File: src/hdl/ssdt_pkg.sv
`timescale 1ns / 1ps
`default_nettype none

package ssdt_pkg;

  localparam int TORQUE_FRAC_BITS_DEF = 12;

  localparam int SPEED_W    = 12;
  localparam int VEL_W      = 16;
  localparam int ABS_W      = VEL_W + 1;
  localparam int GAIN_W     = 16;
  localparam int BS_W       = 11;
  localparam int LIM_W      = 14;
  localparam int STEP_W     = 12;
  localparam int OUT_W      = 15;
  localparam int CFG_IDX_W  = 8;
  localparam int CFG_DATA_W = 16;

  localparam logic [CFG_IDX_W-1:0] REG_BASE_GAIN   = CFG_IDX_W'(0);
  localparam logic [CFG_IDX_W-1:0] REG_BREAK_SPEED = CFG_IDX_W'(1);
  localparam logic [CFG_IDX_W-1:0] REG_MAX_TORQUE  = CFG_IDX_W'(2);
  localparam logic [CFG_IDX_W-1:0] REG_RATE_STEP   = CFG_IDX_W'(3);

  localparam logic [GAIN_W-1:0] BASE_GAIN_RST   = GAIN_W'(13107);
  localparam logic [BS_W-1:0]   BREAK_SPEED_RST = BS_W'(600);
  localparam logic [LIM_W-1:0]  MAX_TORQUE_RST  = LIM_W'(4506);
  localparam logic [STEP_W-1:0] RATE_STEP_RST   = STEP_W'(49);

endpackage

`default_nettype wire

File: src/hdl/ssdt_if.sv
`timescale 1ns / 1ps
`default_nettype none

interface ssdt_in_if;
  import ssdt_pkg::*;
  logic                      valid;
  logic                      ready;
  logic        [SPEED_W-1:0] vehicle_speed;
  logic signed [VEL_W-1:0]   rack_velocity;
  modport source (output valid, output vehicle_speed, output rack_velocity, input ready);
  modport sink (input valid, input vehicle_speed, input rack_velocity, output ready);
endinterface

interface ssdt_out_if;
  import ssdt_pkg::*;
  logic                    valid;
  logic                    ready;
  logic signed [OUT_W-1:0] damping_torque;
  modport source (output valid, output damping_torque, input ready);
  modport sink (input valid, input damping_torque, output ready);
endinterface

interface ssdt_cfg_if;
  import ssdt_pkg::*;
  logic                  valid;
  logic                  ready;
  logic [CFG_IDX_W-1:0]  index;
  logic [CFG_DATA_W-1:0] data;
  modport source (output valid, output index, output data, input ready);
  modport sink (input valid, input index, input data, output ready);
endinterface

`default_nettype wire

File: src/hdl/speed_scheduled_damping_torque_core.sv
// Channel   Role    Payload
// sample    sink    vehicle_speed, rack_velocity
// result    source  damping_torque
// cfg       sink    index, data (always ready)
//
// An accepted item passes in order through the product, the restoring
// divide-step unit, the multiply, the slew and the output load. The input
// is ready again in the cycle after the load, so the block takes no new item
// before the previous one has been loaded.
// Reset is synchronous and restores the register defaults and a zero last torque for the slew.
// A waiting result does not block the next item; only the final load waits.
`timescale 1ns / 1ps
`default_nettype none

module speed_scheduled_damping_torque_core #(
  parameter int TORQUE_FRAC_BITS = ssdt_pkg::TORQUE_FRAC_BITS_DEF
) (
  input  logic       clk,
  input  logic       rst,
  ssdt_in_if.sink    sample,
  ssdt_out_if.source result,
  ssdt_cfg_if.sink   cfg
);
  import ssdt_pkg::*;

  localparam int SHIFT = 26 - TORQUE_FRAC_BITS;
  localparam int PW    = GAIN_W + ABS_W;
  localparam int SW    = PW + 2;
  localparam int DVD_W = GAIN_W + SPEED_W;
  localparam int CNT_W = $clog2(DVD_W);

  typedef enum logic [5:0] {
    ST_IDLE = 6'b000001,
    ST_PROD = 6'b000010,
    ST_DIV  = 6'b000100,
    ST_MUL  = 6'b001000,
    ST_SLEW = 6'b010000,
    ST_DONE = 6'b100000
  } state_t;

  state_t state;

  logic [GAIN_W-1:0] base_gain;
  logic [BS_W-1:0]   break_speed;
  logic [LIM_W-1:0]  max_torque;
  logic [STEP_W-1:0] rate_step;

  logic signed [OUT_W-1:0] last_torque;
  logic                    out_valid;
  logic signed [OUT_W-1:0] out_torque;

  logic        [SPEED_W-1:0] speed;
  logic signed [VEL_W-1:0]   vel;
  logic        [DVD_W-1:0]   dvd;
  logic        [BS_W-1:0]    rem;
  logic        [CNT_W-1:0]   cnt;
  logic        [PW-1:0]      prod;
  logic signed [SW-1:0]      slew;

  logic [BS_W:0]       trial;
  logic [BS_W:0]       trial_sub;
  logic                fits;
  logic [GAIN_W-1:0]   gain;
  logic [ABS_W-1:0]    vel_wide;
  logic [ABS_W-1:0]    vel_abs;
  logic [PW-1:0]       mag;
  logic signed [SW-1:0] mag_s;
  logic signed [SW-1:0] trq;
  logic signed [SW-1:0] last_ext;
  logic signed [SW-1:0] step_ext;
  logic signed [SW-1:0] lim_ext;
  logic signed [SW-1:0] diff;
  logic signed [SW-1:0] slew_next;
  logic signed [SW-1:0] clamped;
  logic                 load;

  assign sample.ready          = (state == ST_IDLE);
  assign cfg.ready             = 1'b1;
  assign result.valid          = out_valid;
  assign result.damping_torque = out_torque;

  always_comb begin
    trial     = {rem, dvd[DVD_W-1]};
    fits      = (trial >= {1'b0, break_speed});
    trial_sub = trial - {1'b0, break_speed};

    if (break_speed == '0) begin
      gain = '0;
    end else if (speed > {1'b0, break_speed}) begin
      gain = base_gain;
    end else begin
      gain = dvd[GAIN_W-1:0];
    end

    vel_wide = {vel[VEL_W-1], vel};
    vel_abs  = vel[VEL_W-1] ? (~vel_wide + ABS_W'(1)) : vel_wide;

    mag      = prod >> SHIFT;
    mag_s    = $signed({2'b00, mag});
    trq      = vel[VEL_W-1] ? -mag_s : mag_s;
    last_ext = SW'(last_torque);
    step_ext = $signed({{(SW - STEP_W){1'b0}}, rate_step});
    lim_ext  = $signed({{(SW - LIM_W){1'b0}}, max_torque});
    diff     = trq - last_ext;

    if (diff > step_ext) begin
      slew_next = last_ext + step_ext;
    end else if (diff < -step_ext) begin
      slew_next = last_ext - step_ext;
    end else begin
      slew_next = trq;
    end

    if (slew > lim_ext) begin
      clamped = lim_ext;
    end else if (slew < -lim_ext) begin
      clamped = -lim_ext;
    end else begin
      clamped = slew;
    end

    load = (state == ST_DONE) && (!out_valid || result.ready);
  end

  always_ff @(posedge clk) begin
    if (rst) begin
      state       <= ST_IDLE;
      cnt         <= '0;
      out_valid   <= 1'b0;
      last_torque <= '0;
      base_gain   <= BASE_GAIN_RST;
      break_speed <= BREAK_SPEED_RST;
      max_torque  <= MAX_TORQUE_RST;
      rate_step   <= RATE_STEP_RST;
    end else begin
      if (cfg.valid) begin
        case (cfg.index)
          REG_BASE_GAIN:   base_gain   <= cfg.data[GAIN_W-1:0];
          REG_BREAK_SPEED: break_speed <= cfg.data[BS_W-1:0];
          REG_MAX_TORQUE:  max_torque  <= cfg.data[LIM_W-1:0];
          REG_RATE_STEP:   rate_step   <= cfg.data[STEP_W-1:0];
          default: ;
        endcase
      end

      if (load) begin
        out_valid   <= 1'b1;
        last_torque <= clamped[OUT_W-1:0];
      end else if (result.ready) begin
        out_valid <= 1'b0;
      end

      case (state)
        ST_IDLE: begin
          if (sample.valid) begin
            state <= ST_PROD;
          end
        end
        ST_PROD: begin
          cnt   <= CNT_W'(DVD_W - 1);
          state <= ST_DIV;
        end
        ST_DIV: begin
          cnt <= cnt - CNT_W'(1);
          if (cnt == '0) begin
            state <= ST_MUL;
          end
        end
        ST_MUL:  state <= ST_SLEW;
        ST_SLEW: state <= ST_DONE;
        ST_DONE: begin
          if (load) begin
            state <= ST_IDLE;
          end
        end
        default: state <= ST_IDLE;
      endcase
    end
  end

  always_ff @(posedge clk) begin
    if ((state == ST_IDLE) && sample.valid) begin
      speed <= sample.vehicle_speed;
      vel   <= sample.rack_velocity;
    end
    case (state)
      ST_PROD: begin
        dvd <= DVD_W'(base_gain) * DVD_W'(speed);
        rem <= '0;
      end
      ST_DIV: begin
        rem <= fits ? trial_sub[BS_W-1:0] : trial[BS_W-1:0];
        dvd <= {dvd[DVD_W-2:0], fits};
      end
      ST_MUL:  prod <= PW'(gain) * PW'(vel_abs);
      ST_SLEW: slew <= slew_next;
      default: ;
    endcase
    if (load) begin
      out_torque <= clamped[OUT_W-1:0];
    end
  end

endmodule

`default_nettype wire

File: src/flat_wrapper.sv
// flat-port wrapper written by rule: the top's interface ports become plain ports
module speed_scheduled_damping_torque_core_flat import ssdt_pkg::*;
#(
  parameter int TORQUE_FRAC_BITS = ssdt_pkg::TORQUE_FRAC_BITS_DEF
)
  (clk, rst, sample_valid, sample_vehicle_speed, sample_rack_velocity, sample_ready, result_valid, result_damping_torque, result_ready, cfg_valid, cfg_index, cfg_data, cfg_ready);
  ssdt_in_if sample_i ();
  ssdt_out_if result_i ();
  ssdt_cfg_if cfg_i ();
  input  logic clk;
  input  logic rst;
  input wire logic [$bits(sample_i.valid)-1:0] sample_valid;
  input wire logic [$bits(sample_i.vehicle_speed)-1:0] sample_vehicle_speed;
  input wire logic [$bits(sample_i.rack_velocity)-1:0] sample_rack_velocity;
  output wire logic [$bits(sample_i.ready)-1:0] sample_ready;
  output wire logic [$bits(result_i.valid)-1:0] result_valid;
  output wire logic [$bits(result_i.damping_torque)-1:0] result_damping_torque;
  input wire logic [$bits(result_i.ready)-1:0] result_ready;
  input wire logic [$bits(cfg_i.valid)-1:0] cfg_valid;
  input wire logic [$bits(cfg_i.index)-1:0] cfg_index;
  input wire logic [$bits(cfg_i.data)-1:0] cfg_data;
  output wire logic [$bits(cfg_i.ready)-1:0] cfg_ready;
  assign sample_i.valid = sample_valid;
  assign sample_i.vehicle_speed = sample_vehicle_speed;
  assign sample_i.rack_velocity = sample_rack_velocity;
  assign sample_ready = sample_i.ready;
  assign result_valid = result_i.valid;
  assign result_damping_torque = result_i.damping_torque;
  assign result_i.ready = result_ready;
  assign cfg_i.valid = cfg_valid;
  assign cfg_i.index = cfg_index;
  assign cfg_i.data = cfg_data;
  assign cfg_ready = cfg_i.ready;
  speed_scheduled_damping_torque_core #(.TORQUE_FRAC_BITS(TORQUE_FRAC_BITS)) u_core (.clk(clk), .rst(rst), .sample(sample_i), .result(result_i), .cfg(cfg_i));
endmodule
File: config.mk
export PLATFORM = sky130hd
export DESIGN_NAME = speed_scheduled_damping_torque_core_flat
export DESIGN_NICKNAME = d
export VERILOG_FILES = /design/src/hdl/ssdt_pkg.sv /design/src/hdl/ssdt_if.sv /design/src/hdl/speed_scheduled_damping_torque_core.sv /design/src/flat_wrapper.sv
export SDC_FILE = /design/constraint.sdc
export NUM_CORES = 2
export LEC_CHECK = 0
export ABC_AREA = 1
export BUFFER_PORTS_ARGS = -buffer_cell sky130_fd_sc_hd__buf_4
export CORE_UTILIZATION = 60
export CTS_BUF_LIST = sky130_fd_sc_hd__clkbuf_4 sky130_fd_sc_hd__clkbuf_8
export CTS_CLUSTER_SIZE = 14
export DETAILED_ROUTE_END_ITERATION = 6
export GPL_TIMING_DRIVEN = 0
export PLACE_DENSITY_LB_ADDON = 0.2
export SYNTH_ARGS = -nofsm -noshare
export SYNTH_HDL_FRONTEND = slang
export SYNTH_SLANG_ARGS = --single-unit
File: constraint.sdc
create_clock -name clk -period 9 [get_ports clk]
set_input_delay 0.9 -clock clk [delete_from_list [all_inputs] [get_ports clk]]
set_output_delay 0.9 -clock clk [all_outputs]
set_load 0.03 [all_outputs]
==> qor_table.md <==
| Group | Quantity | Value |
|:---|:---|:---|
| clock network | Clock insertion delay at the later pin of the skew report | 0.63 ns |
| clock network | Root buf cell | clkbuf_8 |
| critical path | Cell with the largest stage delay on the worst path | fa_1 |
| clock network | Buffers from clock root to sink, at most | 3 |
| timing | Highest achievable clock rate | 116 MHz |
| critical path | Crit path buffers/inverters | 8 |
| timing | Max-Slew Margin vs Limit | 9.87% |
| place | GPL Wtd Cong | 0.999 |
| timing | Final Setup Violations | 0 |
| critical path | Critical Path Sink Type | flop |
| logic synthesis | Most used DFF post-synth | edfxtp_1 |
| timing | Worst clock skew | 0.0367 ns |
| route | Total wirelength of the detailed-routed design | 88900 um |
| logic synthesis | Yosys warns | 0 |
| die | DIE AREA | 0.0532 mm2 |
| logic synthesis | Area of the mapped netlist | 0.0313 mm2 |
| route | Antenna viol nets, final | 0 |
| cells and area | Commonest cells after routing, fill and taps aside | 982 x nand2_1, 807 x inv_1, 351 x fa_1, 350 x ha_1, 346 x nor2_1 |
| cells and area | Most common cell after layout, fill and taps aside | nand2_1 |
| clock network | CTS tree | done |
| critical path | Arrival time at the worst endpoint | 8.98 ns |
| cells and area | Non-Filler Cell Area, Final | 0.0340 mm2 |
| global routing | Global-route usage over all layers | 34.0% |
| timing | Post-layout min period | 8.64 ns |
| critical path | Data required, critical path | 9.34 ns |
| hold path | Classification of the worst-slack hold path | in -> reg |
| place | Cell area after placement | 0.0329 mm2 |
| die | Initial Utilization | 60.9% |
| critical path | Top cell family by delay on the critical path | adder cells |
| die | Placeable core area | 0.0515 mm2 |
| critical path | Setup crit start kind | flop |
| global routing | Global-route wire length before repair | 141000 um |
| route | DR pass1 iterations | 6 |
| critical path | Class of the most critical setup path | reg -> reg |
| logic synthesis | Count of distinct cell types in the synthesized netlist | 53 |
| cells and area | Share of layout cells above drive strength 1 | 5.69% |
| logic synthesis | Number of enable-type register cells in the synthesized netlist | 136 |
| logic synthesis | Share of flip-flops with an asynchronous set or reset after synthesis | 0% |
| route | Average detailed-routed wire length per instance | 17.8 um |
| timing | Max-slew violation total from the final report | 0 |
| global routing | Pin count of the biggest net entering global routing | 36 |
| route | Via-per-instance ratio | 5.55 |
| clock network | Clock sink count | 216 |
| timing | Final hold violation count | 0 |
| die | DIE HEIGHT | 231 um |
| die | Chip Width | 231 um |
| global routing | Number of global-route vias before repair | 27200 |
| route | DRC violations left | 0 |
| logic synthesis | Register bit total from synthesis | 216 |
| place | Port Buffers | 73 |
| outcome | Run status | finished, final reports clean |
| timing | Worst-margin pin slew | 1.35 ns |
| timing | Part of the cycle the worst path needs | 96.0% |
| die | Num ports | 75 |
| route | Vias | 27800 |
| critical path | Most Frequent Cell on Critical Path | nand2_1 |
| clock network | Level count of the clock H-tree | 2 |
| place | Half-perimeter wire length after placement | 73700 um |
| global routing | Sum of overflow across all layers after global routing | 0 |
| die | Number of placement rows | 83 |
| route | Initial detailed-routing violation count | 2293 |
| logic synthesis | Number of cells produced by synthesis | 4149 |
| global routing | Number of antenna violations at the first check in global routing | 2 |
| run | Max Cap Viol | 0 |
| cells and area | Number of nets in the layout | 5049 |
| critical path | Largest fanout on the critical path | 10 |
| critical path | Delay of the slowest cell on the worst path | 0.57 ns |
| logic synthesis | Share of the yosys chip area belonging to registers | 18.1% |
| logic synthesis | Post-Synthesis Mean Instance Area | 7.55 um2 |
| clock network | Clock input transition at the sequential cells of the worst setup and hold paths | 0.09 ns |
| critical path | Reg-to-reg slack, setup | 0.36 ns |
| clock network | Cts bufs inserted | 41 |
| cells and area | Relative area change from synthesis to final layout | 8.37% |
[metal layers]
metal | vias up | share of wire, % | global-route usage [%]
met4 | 0 | 4.1 | 12.9
li1 | 13300 | - | -
met3 | 224 | 7.9 | 6.02
met5 | - | 0 | 0
met2 | 1134 | 46 | 56.1
met1 | 13100 | 42 | 44.6
[worst paths after layout]
kind,startpoint,to,cells past startpoint
max,u_core.speed[0]$_DFFE_PP_,u_core.prod[31]$_DFFE_PP_,33
min,sample_vehicle_speed[11],u_core.speed[11]$_DFFE_PP_,1
max reg2reg,u_core.speed[0]$_DFFE_PP_,u_core.prod[31]$_DFFE_PP_,33
min reg2reg,u_core.cnt[0]$_SDFFE_PP0N_,u_core.cnt[0]$_SDFFE_PP0N_,1
[what timing repair did]
action,4_1_cts,5_1_grt
gates resized for setup,1,33
hold buffers,0,0
setup buffers,0,10
hold endpoints to repair,0,0
setup endpoints to repair,1,19
[stage by stage]
stage	setup TNS, ns	instances	setup slack [ns]	util, %	hold WS (ns)
detailed placement	0	4919	0.0231	63.8	0.478
CTS	0	4994	0.00115	65.5	0.416
finish	0	5004	0.359	65.9	0.438
global placement	0	4917	0.0303	63.7	0.463
floorplan	0	4164	1.74	-	0.443
global route	-0.132	5004	-0.0469	65.9	0.430
[cell usage after synthesis, types with 4 or more instances]
library cell / number / area [um2]
a211oi_1: 9 / 67.6
a21o_1: 10 / 75.1
a21oi_1: 250 / 1250
a31oi_1: 16 / 100
buf_2: 12 / 60.1
clkbuf_1: 96 / 360
clkinv_1: 15 / 56.3
dfxtp_1: 80 / 1600
edfxtp_1: 136 / 4080
fa_1: 351 / 7030
ha_1: 350 / 4380
inv_1: 812 / 3050
nand2_1: 983 / 3690
nand3_1: 148 / 741
nand3_2: 4 / 40.0
nand3b_1: 16 / 120
nand4_1: 48 / 300
nor2_1: 347 / 1300
nor3_1: 46 / 230
nor4_1: 21 / 131
o211ai_1: 23 / 173
o21a_1: 15 / 113
o21ai_0: 175 / 876
o21bai_1: 5 / 37.5
o31ai_1: 4 / 30.0
or2_2: 28 / 175
xnor2_1: 22 / 193
xor2_1: 87 / 762
[cell type report]
type | count | area, um2
Multi-Input combinational cell | 3007 | 22300
Fill cell | 4620 | 17500
Sequential cell | 216 | 5690
Inverter | 829 | 3130
Tap cell | 680 | 851
Clock buffer | 63 | 786
Timing Repair Buffer | 86 | 706
Buffer | 110 | 448
Clock inverter | 12 | 98.8
Antenna cell | 1 | 2.50
[flip-flops by register name, summed over array words and instances, names as in the netlist]
signal / flops
u_core.speed: 12
u_core.rem: 11
u_core.prod: 19
u_core.result.valid: 1
u_core.rate_step: 12
u_core.break_speed: 11
u_core.slew: 35
u_core.last_torque: 15
u_core.result.damping_torque: 15
u_core.max_torque: 14
u_core.state: 6
u_core.vel: 16
u_core.base_gain: 16
u_core.dvd: 28
u_core.cnt: 5
[cells by family after synthesis]
group | after synthesis | synth area share (%)
DFF | 216 | 18.1
other | 2 | 0.0240
buffers and inverters | 941 | 11.4
and+or+nand+nor | 1653 | 21.8
adders and majority gates | 701 | 36.4
xor gates and xnor gates | 111 | 3.15
AOI/OAI and AO/OA | 525 | 9.17
Power is not shown: default switching activity piles up to over one toggle a cycle in this logic, so the estimate is an artifact.
